File: config.mk
export PLATFORM = sky130hd
export DESIGN_NAME = grid_q_learning_step_flat
export DESIGN_NICKNAME = d
export VERILOG_FILES = /design/src/rtl/gqls_pkg.sv /design/src/rtl/gqls_if.sv /design/src/rtl/gqls_qmem.sv /design/src/rtl/gqls_upd.sv /design/src/rtl/grid_q_learning_step.sv /design/src/flat_wrapper.sv
export SDC_FILE = /design/constraint.sdc
export NUM_CORES = 2
export LEC_CHECK = 0
export ABC_CLOCK_PERIOD_IN_PS = 16300
export BUFFER_PORTS_ARGS = -buffer_cell sky130_fd_sc_hd__buf_4
export CORE_ASPECT_RATIO = 1.2
export CORE_MARGIN = 2
export CORE_UTILIZATION = 46
export CTS_CLUSTER_SIZE = 10
export DETAILED_ROUTE_END_ITERATION = 12
export GPL_ROUTABILITY_DRIVEN = 0
export PLACE_DENSITY_LB_ADDON = 0.08
export SYNTH_ARGS = -nofsm -noshare
export SYNTH_HDL_FRONTEND = slang
export SYNTH_HIERARCHICAL = 1
export SYNTH_SLANG_ARGS = --single-unit
File: constraint.sdc
create_clock -name clk -period 16.3 [get_ports clk]
set_clock_uncertainty 0.1 [all_clocks]
set_input_delay 2.445 -clock clk [delete_from_list [all_inputs] [get_ports clk]]
set_output_delay 2.445 -clock clk [all_outputs]
set_load 0.02 [all_outputs]
File: src/rtl/gqls_pkg.sv
// Shared types, widths and constants of the grid Q-learning step block.
`default_nettype none
package gqls_pkg;

	localparam int ROW_W      = 4;
	localparam int COL_W      = 3;
	localparam int ACT_W      = 2;
	localparam int STAT_W     = 2;
	localparam int OUT_Q_W    = 16;
	localparam int RATE_W     = 8;
	localparam int REWARD_W   = 16;
	localparam int WALL_BITS  = 54;
	localparam int CFG_IDX_W  = 3;
	localparam int CFG_DATA_W = 54;

	localparam logic [WALL_BITS-1:0]       WALL_RESET   = 54'd132094011568800;
	localparam logic [ROW_W-1:0]           GOAL_ROW_RST = 4'd3;
	localparam logic [COL_W-1:0]           GOAL_COL_RST = 3'd2;
	localparam logic [RATE_W-1:0]          LEARN_RST    = 8'd128;
	localparam logic [RATE_W-1:0]          DISCOUNT_RST = 8'd179;
	localparam logic signed [REWARD_W-1:0] REWARD_RST   = -16'sd256;

	typedef enum logic [ACT_W-1:0] {
		ACT_UP    = 2'd0,
		ACT_DOWN  = 2'd1,
		ACT_LEFT  = 2'd2,
		ACT_RIGHT = 2'd3
	} action_t;

	typedef enum logic [STAT_W-1:0] {
		ST_MOVED   = 2'd0,
		ST_BOXED   = 2'd1,
		ST_AT_GOAL = 2'd2,
		ST_RESTART = 2'd3
	} status_t;

	typedef enum logic [CFG_IDX_W-1:0] {
		CFG_WALL_MAP    = 3'd0,
		CFG_GOAL_ROW    = 3'd1,
		CFG_GOAL_COL    = 3'd2,
		CFG_LEARN_RATE  = 3'd3,
		CFG_DISCOUNT    = 3'd4,
		CFG_STEP_REWARD = 3'd5
	} cfg_reg_t;

	typedef enum logic [2:0] {
		S_IDLE,
		S_SCAN_CUR,
		S_MOVE,
		S_SCAN_TGT,
		S_CALC,
		S_WAIT,
		S_DONE
	} fsm_t;

endpackage
`default_nettype wire

File: src/rtl/gqls_if.sv
// Handshake channel interfaces: command input, result output and register writes.
`default_nettype none
interface gqls_cmd_if;
	logic                          valid;
	logic                          ready;
	logic                          command;
	logic [gqls_pkg::ROW_W-1:0]    start_row;
	logic [gqls_pkg::COL_W-1:0]    start_col;

	modport source(output valid, command, start_row, start_col, input ready);
	modport sink(input valid, command, start_row, start_col, output ready);
endinterface

interface gqls_res_if;
	logic                                 valid;
	logic                                 ready;
	logic [gqls_pkg::ACT_W-1:0]           action;
	logic [gqls_pkg::ROW_W-1:0]           new_row;
	logic [gqls_pkg::COL_W-1:0]           new_col;
	logic signed [gqls_pkg::OUT_Q_W-1:0]  new_q;
	logic [gqls_pkg::STAT_W-1:0]          status;
	logic                                 reached_goal;

	modport source(output valid, action, new_row, new_col, new_q, status, reached_goal,
		input ready);
	modport sink(input valid, action, new_row, new_col, new_q, status, reached_goal,
		output ready);
endinterface

interface gqls_cfg_if;
	logic                               valid;
	logic                               ready;
	logic [gqls_pkg::CFG_IDX_W-1:0]     idx;
	logic [gqls_pkg::CFG_DATA_W-1:0]    data;

	modport source(output valid, idx, data, input ready);
	modport sink(input valid, idx, data, output ready);
endinterface
`default_nettype wire

File: src/rtl/gqls_qmem.sv
// Q table memory: one write and one registered read port, entries read as zero until written.
`default_nettype none
module gqls_qmem #(
	parameter int DEPTH = 216,
	parameter int AW    = 8,
	parameter int QW    = 16
) (
	input  wire logic                 clk,
	input  wire logic                 arst_n,
	input  wire logic                 rd_en,
	input  wire logic [AW-1:0]        rd_addr,
	output logic signed [QW-1:0]      rd_data,
	input  wire logic                 wr_en,
	input  wire logic [AW-1:0]        wr_addr,
	input  wire logic signed [QW-1:0] wr_data
);

	logic signed [QW-1:0] mem [DEPTH];
	logic [DEPTH-1:0]     written_q;
	logic signed [QW-1:0] rd_raw_q;
	logic                 rd_written_q;

	always_ff @(posedge clk) begin
		if (wr_en) begin
			mem[wr_addr] <= wr_data;
		end
		if (rd_en) begin
			rd_raw_q <= mem[rd_addr];
		end
	end

	// An entry that was never written reads as zero.
	always_ff @(posedge clk or negedge arst_n) begin
		if (!arst_n) begin
			written_q    <= '0;
			rd_written_q <= 1'b0;
		end else begin
			if (wr_en) begin
				written_q[wr_addr] <= 1'b1;
			end
			if (rd_en) begin
				rd_written_q <= written_q[rd_addr];
			end
		end
	end

	assign rd_data = rd_written_q ? rd_raw_q : '0;

endmodule
`default_nettype wire

File: src/rtl/gqls_upd.sv
// Q update datapath: discounted target, temporal difference and scaled, saturated sum.
`default_nettype none
module gqls_upd #(
	parameter int QW = 16
) (
	input  wire logic                                   clk,
	input  wire logic                                   arst_n,
	input  wire logic                                   start,
	input  wire logic signed [QW-1:0]                   tmax,
	input  wire logic signed [QW-1:0]                   q_old,
	input  wire logic [gqls_pkg::RATE_W-1:0]            learn_rate,
	input  wire logic [gqls_pkg::RATE_W-1:0]            discount,
	input  wire logic signed [gqls_pkg::REWARD_W-1:0]   step_reward,
	output logic                                        done,
	output logic signed [QW-1:0]                        q_new
);

	localparam int P1W = QW + gqls_pkg::RATE_W + 1;
	localparam int DSW = QW + 1;
	localparam int DW  = ((DSW > gqls_pkg::REWARD_W) ? DSW : gqls_pkg::REWARD_W) + 2;
	localparam int P2W = DW + gqls_pkg::RATE_W + 1;
	localparam int SW  = DW + 2;

	logic                  vld_s1, vld_s2;
	logic signed [P1W-1:0] dprod_s1;
	logic signed [QW-1:0]  q_s1, q_s2;
	logic signed [P2W-1:0] lprod_s2;
	logic signed [DSW-1:0] disc;
	logic signed [DW-1:0]  diff;
	logic signed [SW-1:0]  sum;
	logic                  ovf;

	// Arithmetic shifts right by eight give the floor of a division by 256.
	assign disc = DSW'(dprod_s1 >>> 8);
	assign diff = DW'(step_reward) + DW'(disc) - DW'(q_s1);
	assign sum  = SW'(q_s2) + SW'(lprod_s2 >>> 8);
	assign ovf  = !((&sum[SW-1:QW-1]) || !(|sum[SW-1:QW-1]));

	always_ff @(posedge clk or negedge arst_n) begin
		if (!arst_n) begin
			vld_s1 <= 1'b0;
			vld_s2 <= 1'b0;
		end else begin
			vld_s1 <= start;
			vld_s2 <= vld_s1;
		end
	end

	always_ff @(posedge clk) begin
		dprod_s1 <= $signed({1'b0, discount}) * tmax;
		q_s1     <= q_old;
		lprod_s2 <= $signed({1'b0, learn_rate}) * diff;
		q_s2     <= q_s1;
	end

	assign done  = vld_s2;
	assign q_new = ovf ? (sum[SW-1] ? {1'b1, {(QW-1){1'b0}}} : {1'b0, {(QW-1){1'b1}}})
		: sum[QW-1:0];

endmodule
`default_nettype wire

File: src/rtl/grid_q_learning_step.sv
// Greedy tabular Q-learning step on a walled grid, Q table held in one memory.
// Restart, at-goal and boxed-in commands go straight to the done state, which loads the
// output register once it is free; the block then returns to idle for the next command.
// Learning step: a scan of the current cell's four Q entries, a move, a scan of the target
// cell's four entries on the single Q table read port, then the update pipeline and write.
// The next command is accepted while the previous result still waits in the output register.
// Reset clears the agent to row 0, column 0, loads the register defaults and marks every
// Q entry as zero at once; a command is taken in the first cycle after reset.
`default_nettype none
module grid_q_learning_step #(
	parameter int ROWS    = 9,
	parameter int COLS    = 6,
	parameter int Q_WIDTH = 16
) (
	input  wire logic          clk,
	input  wire logic          arst_n,
	gqls_cmd_if.sink           cmd,
	gqls_res_if.source         res,
	gqls_cfg_if.sink           cfg
);

	localparam int NCELLS   = ROWS * COLS;
	localparam int CELL_W   = $clog2(NCELLS);
	localparam int CELL_PAD = 2 ** CELL_W;
	localparam int DEPTH    = NCELLS * 4;
	localparam int QA_W     = CELL_W + 2;
	localparam int RW       = gqls_pkg::ROW_W;
	localparam int CW       = gqls_pkg::COL_W;
	localparam int OQW      = gqls_pkg::OUT_Q_W;

	// Configuration registers.
	logic [gqls_pkg::WALL_BITS-1:0]       wall_map_q;
	logic [RW-1:0]                        goal_row_q;
	logic [CW-1:0]                        goal_col_q;
	logic [gqls_pkg::RATE_W-1:0]          learn_rate_q;
	logic [gqls_pkg::RATE_W-1:0]          discount_q;
	logic signed [gqls_pkg::REWARD_W-1:0] step_reward_q;

	gqls_pkg::fsm_t    state_q, state_d;
	logic              cmd_ready, upd_start, res_load;

	logic [2:0]        cnt_q;
	logic [3:0]        acts_q, tacts_q;
	logic [RW-1:0]     agent_row_q, tgt_row_q, mv_row, row_sat;
	logic [CW-1:0]     agent_col_q, tgt_col_q, mv_col, col_sat;
	logic              scan_have_q;
	logic signed [Q_WIDTH-1:0] scan_max_q, best_qv_q, tmax;
	gqls_pkg::action_t scan_arg_q, best_a_q, dat_a;

	gqls_pkg::action_t pend_action_q;
	logic signed [OQW-1:0] pend_q_q;
	gqls_pkg::status_t pend_status_q;

	logic              res_valid_q, res_goal_q;
	gqls_pkg::action_t res_action_q;
	logic [RW-1:0]     res_row_q;
	logic [CW-1:0]     res_col_q;
	logic signed [OQW-1:0] res_newq_q;
	gqls_pkg::status_t res_status_q;

	logic [CELL_PAD-1:0] wall_pad;
	logic [3:0]          cur_acts, tgt_acts_d, scan_acts;
	logic                at_goal, cmd_fire, scanning, take;
	logic [CELL_W-1:0]   cur_cell, scan_cell;
	logic                rd_en, wr_en;
	logic [QA_W-1:0]     rd_addr, wr_addr;
	logic signed [Q_WIDTH-1:0] rd_q, upd_q;
	logic                upd_done;
	logic signed [Q_WIDTH+OQW-1:0] upd_q_ext;

	function automatic logic [CELL_W-1:0] cell_idx(input logic [RW-1:0] r,
		input logic [CW-1:0] c);
		return CELL_W'(int'(r) * COLS + int'(c));
	endfunction

	// Open neighbors in the order up, down, left, right.
	function automatic logic [3:0] valid_acts(input logic [RW-1:0] r, input logic [CW-1:0] c,
		input logic [CELL_PAD-1:0] w);
		logic [3:0] v;
		v[gqls_pkg::ACT_UP]    = (r != '0) && !w[cell_idx(r - 1'b1, c)];
		v[gqls_pkg::ACT_DOWN]  = ((RW + 1)'(r) + 1'b1 < (RW + 1)'(ROWS))
			&& !w[cell_idx(r + 1'b1, c)];
		v[gqls_pkg::ACT_LEFT]  = (c != '0) && !w[cell_idx(r, c - 1'b1)];
		v[gqls_pkg::ACT_RIGHT] = ((CW + 1)'(c) + 1'b1 < (CW + 1)'(COLS))
			&& !w[cell_idx(r, c + 1'b1)];
		return v;
	endfunction

	// Cells past the end of the wall register are never walls.
	for (genvar i = 0; i < CELL_PAD; i++) begin : g_wall
		if (i < NCELLS && i < gqls_pkg::WALL_BITS) begin : g_bit
			assign wall_pad[i] = wall_map_q[i];
		end else begin : g_none
			assign wall_pad[i] = 1'b0;
		end
	end

	assign cfg.ready = 1'b1;

	always_ff @(posedge clk or negedge arst_n) begin
		if (!arst_n) begin
			wall_map_q    <= gqls_pkg::WALL_RESET;
			goal_row_q    <= gqls_pkg::GOAL_ROW_RST;
			goal_col_q    <= gqls_pkg::GOAL_COL_RST;
			learn_rate_q  <= gqls_pkg::LEARN_RST;
			discount_q    <= gqls_pkg::DISCOUNT_RST;
			step_reward_q <= gqls_pkg::REWARD_RST;
		end else if (cfg.valid) begin
			unique case (gqls_pkg::cfg_reg_t'(cfg.idx))
				gqls_pkg::CFG_WALL_MAP:    wall_map_q    <= cfg.data[gqls_pkg::WALL_BITS-1:0];
				gqls_pkg::CFG_GOAL_ROW:    goal_row_q    <= cfg.data[RW-1:0];
				gqls_pkg::CFG_GOAL_COL:    goal_col_q    <= cfg.data[CW-1:0];
				gqls_pkg::CFG_LEARN_RATE:  learn_rate_q  <= cfg.data[gqls_pkg::RATE_W-1:0];
				gqls_pkg::CFG_DISCOUNT:    discount_q    <= cfg.data[gqls_pkg::RATE_W-1:0];
				gqls_pkg::CFG_STEP_REWARD: step_reward_q <= $signed(
					cfg.data[gqls_pkg::REWARD_W-1:0]);
				default: ;
			endcase
		end
	end

	assign cur_cell  = cell_idx(agent_row_q, agent_col_q);
	assign cur_acts  = valid_acts(agent_row_q, agent_col_q, wall_pad);
	assign at_goal   = (agent_row_q == goal_row_q) && (agent_col_q == goal_col_q);
	assign cmd_fire  = cmd.valid && cmd_ready;
	assign cmd.ready = cmd_ready;

	assign row_sat = (cmd.start_row >= RW'(ROWS)) ? RW'(ROWS - 1) : cmd.start_row;
	assign col_sat = (cmd.start_col >= CW'(COLS)) ? CW'(COLS - 1) : cmd.start_col;

	// Both scans share the read port: one read issued per cycle, its data compared in the next cycle.
	assign scanning  = (state_q == gqls_pkg::S_SCAN_CUR) || (state_q == gqls_pkg::S_SCAN_TGT);
	assign scan_cell = (state_q == gqls_pkg::S_SCAN_TGT) ? cell_idx(tgt_row_q, tgt_col_q)
		: cur_cell;
	assign scan_acts = (state_q == gqls_pkg::S_SCAN_TGT) ? tacts_q : acts_q;
	assign rd_en     = scanning && !cnt_q[2];
	assign rd_addr   = {scan_cell, cnt_q[1:0]};
	assign dat_a     = gqls_pkg::action_t'(cnt_q[1:0] - 2'd1);
	assign take      = scanning && (cnt_q != 3'd0) && scan_acts[dat_a]
		&& (!scan_have_q || (rd_q > scan_max_q));

	always_comb begin
		mv_row = agent_row_q;
		mv_col = agent_col_q;
		unique case (scan_arg_q)
			gqls_pkg::ACT_UP:    mv_row = agent_row_q - 1'b1;
			gqls_pkg::ACT_DOWN:  mv_row = agent_row_q + 1'b1;
			gqls_pkg::ACT_LEFT:  mv_col = agent_col_q - 1'b1;
			gqls_pkg::ACT_RIGHT: mv_col = agent_col_q + 1'b1;
			default: ;
		endcase
	end

	assign tgt_acts_d = valid_acts(mv_row, mv_col, wall_pad);
	assign tmax       = scan_have_q ? scan_max_q : '0;

	assign wr_en   = (state_q == gqls_pkg::S_WAIT) && upd_done;
	assign wr_addr = {cur_cell, best_a_q};

	gqls_qmem #(
		.DEPTH(DEPTH),
		.AW   (QA_W),
		.QW   (Q_WIDTH)
	) u_qmem (
		.clk    (clk),
		.arst_n (arst_n),
		.rd_en  (rd_en),
		.rd_addr(rd_addr),
		.rd_data(rd_q),
		.wr_en  (wr_en),
		.wr_addr(wr_addr),
		.wr_data(upd_q)
	);

	gqls_upd #(
		.QW(Q_WIDTH)
	) u_upd (
		.clk        (clk),
		.arst_n     (arst_n),
		.start      (upd_start),
		.tmax       (tmax),
		.q_old      (best_qv_q),
		.learn_rate (learn_rate_q),
		.discount   (discount_q),
		.step_reward(step_reward_q),
		.done       (upd_done),
		.q_new      (upd_q)
	);

	assign upd_q_ext = (Q_WIDTH + OQW)'(upd_q);

	always_ff @(posedge clk or negedge arst_n) begin
		if (!arst_n) begin
			state_q <= gqls_pkg::S_IDLE;
		end else begin
			state_q <= state_d;
		end
	end

	always_comb begin
		state_d   = state_q;
		cmd_ready = 1'b0;
		upd_start = 1'b0;
		res_load  = 1'b0;
		unique case (state_q)
			gqls_pkg::S_IDLE: begin
				cmd_ready = 1'b1;
				if (cmd.valid) begin
					if (cmd.command || at_goal || (cur_acts == 4'd0)) begin
						state_d = gqls_pkg::S_DONE;
					end else begin
						state_d = gqls_pkg::S_SCAN_CUR;
					end
				end
			end
			gqls_pkg::S_SCAN_CUR: begin
				if (cnt_q[2]) begin
					state_d = gqls_pkg::S_MOVE;
				end
			end
			gqls_pkg::S_MOVE: state_d = gqls_pkg::S_SCAN_TGT;
			gqls_pkg::S_SCAN_TGT: begin
				if (cnt_q[2]) begin
					state_d = gqls_pkg::S_CALC;
				end
			end
			gqls_pkg::S_CALC: begin
				upd_start = 1'b1;
				state_d   = gqls_pkg::S_WAIT;
			end
			gqls_pkg::S_WAIT: begin
				if (upd_done) begin
					state_d = gqls_pkg::S_DONE;
				end
			end
			gqls_pkg::S_DONE: begin
				if (!res_valid_q || res.ready) begin
					res_load = 1'b1;
					state_d  = gqls_pkg::S_IDLE;
				end
			end
			default: state_d = gqls_pkg::S_IDLE;
		endcase
	end

	always_ff @(posedge clk or negedge arst_n) begin
		if (!arst_n) begin
			cnt_q       <= '0;
			scan_have_q <= 1'b0;
			agent_row_q <= '0;
			agent_col_q <= '0;
			res_valid_q <= 1'b0;
		end else begin
			cnt_q <= (scanning && !cnt_q[2]) ? cnt_q + 3'd1 : 3'd0;
			if (state_q == gqls_pkg::S_IDLE || state_q == gqls_pkg::S_MOVE) begin
				scan_have_q <= 1'b0;
			end else if (take) begin
				scan_have_q <= 1'b1;
			end
			if (cmd_fire && cmd.command) begin
				agent_row_q <= row_sat;
				agent_col_q <= col_sat;
			end else if (wr_en) begin
				agent_row_q <= tgt_row_q;
				agent_col_q <= tgt_col_q;
			end
			if (res_load) begin
				res_valid_q <= 1'b1;
			end else if (res.ready) begin
				res_valid_q <= 1'b0;
			end
		end
	end

	always_ff @(posedge clk) begin
		if (state_q == gqls_pkg::S_IDLE) begin
			acts_q        <= cur_acts;
			pend_action_q <= gqls_pkg::ACT_UP;
			pend_q_q      <= '0;
			if (cmd.command) begin
				pend_status_q <= gqls_pkg::ST_RESTART;
			end else if (at_goal) begin
				pend_status_q <= gqls_pkg::ST_AT_GOAL;
			end else begin
				pend_status_q <= gqls_pkg::ST_BOXED;
			end
		end
		if (take) begin
			scan_max_q <= rd_q;
			scan_arg_q <= dat_a;
		end
		if (state_q == gqls_pkg::S_MOVE) begin
			tgt_row_q <= mv_row;
			tgt_col_q <= mv_col;
			tacts_q   <= tgt_acts_d;
			best_qv_q <= scan_max_q;
			best_a_q  <= scan_arg_q;
		end
		if (wr_en) begin
			pend_q_q      <= upd_q_ext[OQW-1:0];
			pend_action_q <= best_a_q;
			pend_status_q <= gqls_pkg::ST_MOVED;
		end
		if (res_load) begin
			res_action_q <= pend_action_q;
			res_row_q    <= agent_row_q;
			res_col_q    <= agent_col_q;
			res_newq_q   <= pend_q_q;
			res_status_q <= pend_status_q;
			res_goal_q   <= at_goal;
		end
	end

	assign res.valid        = res_valid_q;
	assign res.action       = res_action_q;
	assign res.new_row      = res_row_q;
	assign res.new_col      = res_col_q;
	assign res.new_q        = res_newq_q;
	assign res.status       = res_status_q;
	assign res.reached_goal = res_goal_q;

endmodule
`default_nettype wire
File: src/flat_wrapper.sv
// flat-port wrapper written by rule: the top's interface ports become plain ports
module grid_q_learning_step_flat 
#(
	parameter int ROWS    = 9,
	parameter int COLS    = 6,
	parameter int Q_WIDTH = 16
)
  (clk, arst_n, cmd_valid, cmd_command, cmd_start_row, cmd_start_col, cmd_ready, res_valid, res_action, res_new_row, res_new_col, res_new_q, res_status, res_reached_goal, res_ready, cfg_valid, cfg_idx, cfg_data, cfg_ready);
  gqls_cmd_if cmd_i ();
  gqls_res_if res_i ();
  gqls_cfg_if cfg_i ();
  input  wire logic clk;
  input  wire logic arst_n;
  input wire logic [$bits(cmd_i.valid)-1:0] cmd_valid;
  input wire logic [$bits(cmd_i.command)-1:0] cmd_command;
  input wire logic [$bits(cmd_i.start_row)-1:0] cmd_start_row;
  input wire logic [$bits(cmd_i.start_col)-1:0] cmd_start_col;
  output wire logic [$bits(cmd_i.ready)-1:0] cmd_ready;
  output wire logic [$bits(res_i.valid)-1:0] res_valid;
  output wire logic [$bits(res_i.action)-1:0] res_action;
  output wire logic [$bits(res_i.new_row)-1:0] res_new_row;
  output wire logic [$bits(res_i.new_col)-1:0] res_new_col;
  output wire logic [$bits(res_i.new_q)-1:0] res_new_q;
  output wire logic [$bits(res_i.status)-1:0] res_status;
  output wire logic [$bits(res_i.reached_goal)-1:0] res_reached_goal;
  input wire logic [$bits(res_i.ready)-1:0] res_ready;
  input wire logic [$bits(cfg_i.valid)-1:0] cfg_valid;
  input wire logic [$bits(cfg_i.idx)-1:0] cfg_idx;
  input wire logic [$bits(cfg_i.data)-1:0] cfg_data;
  output wire logic [$bits(cfg_i.ready)-1:0] cfg_ready;
  assign cmd_i.valid = cmd_valid;
  assign cmd_i.command = cmd_command;
  assign cmd_i.start_row = cmd_start_row;
  assign cmd_i.start_col = cmd_start_col;
  assign cmd_ready = cmd_i.ready;
  assign res_valid = res_i.valid;
  assign res_action = res_i.action;
  assign res_new_row = res_i.new_row;
  assign res_new_col = res_i.new_col;
  assign res_new_q = res_i.new_q;
  assign res_status = res_i.status;
  assign res_reached_goal = res_i.reached_goal;
  assign res_i.ready = res_ready;
  assign cfg_i.valid = cfg_valid;
  assign cfg_i.idx = cfg_idx;
  assign cfg_i.data = cfg_data;
  assign cfg_ready = cfg_i.ready;
  grid_q_learning_step #(.ROWS(ROWS), .COLS(COLS), .Q_WIDTH(Q_WIDTH)) u_core (.clk(clk), .arst_n(arst_n), .cmd(cmd_i), .res(res_i), .cfg(cfg_i));
endmodule
==> impl_results.md <==
- Rows: 244
- Slew at the pin closest to its max-slew limit: between 1.5 and 2 ns
- Mapped Cells: roughly 9,000
- Async set-reset flop share out of synthesis: 0.0824
- Die Area: roughly 0.37 sq mm
- Clk slew on worst S/H paths: 0.06 ns
- Hold_sp: u_core/best_qv_q[2]$_DFFE_PP_
- Syn Nets: between 9,000 and 10,000
- Vias/cell: 6.17
- Worst stage delay on the critical path: 0.84 ns
- Period utilization: 0.526
- Final nets: between 10,000 and 15,000
- WP data required: 17.10 ns
- Max Freq: between 100 and 150 MHz
- Synthesized area: 0.169 sq mm
- Fin Setup TNS: 0 ns
- Vias after detailed routing: 91,300
- Initial antenna violation count: 20
- Share of layout cells above drive strength 1: 0.268
- Delay-heaviest family, CP: compound AO/OA/AOI/OAI gates
- # DRC: 0
- CTS Buf Count: 443
- CTS tree: built
- H-tree levels: 5
- Post-synth EDFFs: between 3,000 and 4,000
- GRT overflow: 0
- Endpoints failing hold: 0
- Most common cell after layout, fill and taps aside: edfxtp_1
- DRT iter0 DRCs: 10,000
- Most frequent cells in the layout: edfxtp_1 (3,569), mux4_2 (1,021), buf_4 (462)
- Crit-path slowest cell: o31ai_2
- Post-synth cell types: 106
- Hold depth: 0
- Maximum clock insertion buffer count: 4
- R2R depth: 28
- Die height: roughly 670 um
- DIE WIDTH: 558 um
- Number of setup buffers added after CTS: 0
- Crit path kind: flop to flop
- Vias in the first global route: between 90,000 and 100k
- Max Cap Viol: 2
- Failing checks: max-capacitance violations, max-slew violations
- Root Buffer: clkbuf_16
- Top-level I/O count: 101
- Post-cts resize count: 0
- Slew Viols, Final: 3
- Min-Delay Path Class: flop to flop
- Hold Path Sink: u_core/u_upd/q_s1[2]$_DFF_P_
- Critical register-to-register path startpoint: u_core/step_reward_q[10]$_DFFE_PN1P_
- RSZ-0062 raised after global routing: false
- Core box area: 0.367 sq mm
- Initial Utilization: 0.461
- Worst setup SP type: flop
- Largest net degree at the start of global routing: slightly below 200
- Status: complete, but fails checks
- Slew headroom: -0.0187
- Hold-fix buffers, CTS: 0
- First drt pass iteration count: 6
- Syn-to-layout area delta: 12.5%
- Crit-path max FO: 17
- Total GRT Usage: 0.281
- Worst Path Arrival: ~9.4 ns
- Ys Warns: 6
- Setup crit end kind: flop
- First-pass GRT wire length: 733,000 um
- Hpwl dp: 330,000 um
- Final Routed Wirelength: about 520,000 um
- Clock sinks: 3,967
- Main synth FF type: edfxtp_1
- Clk Latency, worst-skew pair: just over 1 ns
- IO Port Bufs: just under 100
- Sequential fraction of the synthesis area: 0.690
- # setup viols final: 0
- Post-route ant nets: 0
- Fin crit period: 8.57 ns
- RR Endpoint: u_core/u_upd/lprod_s2[27]$_DFF_P_
- Critical path buffers and inverters: 5
- Drt wl/cell: 35.4 um
- Synthesized flop and latch total: ~4,000
- Reg2reg setup slack: 7.73 ns
- Syn avg cell area: between 15 and 20 sq um
worst max-delay path by stage:
| stage | depth (start not counted) | endpoint | startpoint |
|---|---|---|---|
| after floorplan | 11 | u_core/u_qmem/mem[0][3]$_DFFE_PP_ | u_core/u_upd/q_s2[0]$_DFF_P_ |
| after global placement | 28 | u_core/u_upd/lprod_s2[27]$_DFF_P_ | u_core/step_reward_q[10]$_DFFE_PN1P_ |
| after detailed placement | 28 | u_core/u_upd/lprod_s2[27]$_DFF_P_ | u_core/step_reward_q[10]$_DFFE_PN1P_ |
| after CTS | 28 | u_core/u_upd/lprod_s2[27]$_DFF_P_ | u_core/step_reward_q[10]$_DFFE_PN1P_ |
| after global routing | 28 | u_core/u_upd/lprod_s2[27]$_DFF_P_ | u_core/step_reward_q[10]$_DFFE_PN1P_ |
| final | 28 | u_core/u_upd/lprod_s2[27]$_DFF_P_ | u_core/step_reward_q[10]$_DFFE_PN1P_ |
cells in the mapped netlist (all sizes together), types with 41 or more instances:
library cell	number	area (sq um)
a21o	41	312
a21oi	156	788
a221oi	46	409
a22oi	63	473
and2	219	1370
buf	240	2030
clkbuf	185	696
dfrtp	291	7280
dfxtp	71	1420
edfxtp	3569	107000
fa	256	5120
ha	211	2640
inv	456	1710
mux2	118	1330
mux2i	221	2210
mux4	1036	23400
nand2	340	1280
nand3	68	340
nor2	346	1300
nor2b	49	307
nor3	51	255
o21ai	110	558
o22ai	82	513
or2	226	1410
xnor2	86	761
xor2	47	430
flip-flops by register name, summed over array words and instances (netlist names), 17 cells and up:
register	count
u_core/u_qmem/mem	3456
u_core/wall_map_q	54
u_core/u_qmem/written_q	216
u_core/u_upd/lprod_s2	20
u_core/u_upd/dprod_s1	17
logic make-up after synthesis:
kind of cell / after synthesis / synth area share
muxes: 1375 / 0.159
and+or+nand+nor: 1417 / 0.0417
xor gates and xnor gates: 133 / 0.00703
DFF: 3967 / 0.690
other: 1 / 0.0000221
adders and majority gates: 467 / 0.0458
buffers and inverters: 885 / 0.0263
AOI/OAI and AO/OA: 753 / 0.0307
metrics by stage:
step / cell area, sq um / hold WS [ns] / cells / setup slack (ns) / utilization
after floorplan: 169000 / 0.223 / 8998 / 3.18 / -
after global placement: 178000 / 0.230 / 14000 / 7.77 / 0.484
after detailed placement: 178000 / 0.235 / 14000 / 7.73 / 0.484
after CTS: 191000 / 0.248 / 14800 / 7.70 / 0.519
after global routing: 191000 / 0.252 / 14800 / 7.07 / 0.519
final: 191000 / 0.245 / 14800 / 7.73 / 0.519
area by class of cell:
cell class / instances / area (sq um)
antenna: 17 / 42.5
sequential: 3967 / 117000
inverter: 460 / 1750
clock inverter: 27 / 398
fill: 29500 / 177000
tap: 4920 / 6160
multi-input combinational: 4146 / 49100
clock buffer: 777 / 12600
timing repair buffer: 479 / 3790
layer usage:
layer,track usage,vias up,part of all wire
met5,0,-,0.000048
met4,0.127,4,0.052
met3,0.0449,855,0.071
met2,0.461,3895,0.49
met1,0.371,49900,0.39
li1,-,36600,-
Power is not shown: default switching activity piles up to over one toggle a cycle in this logic, so the estimate is an artifact.
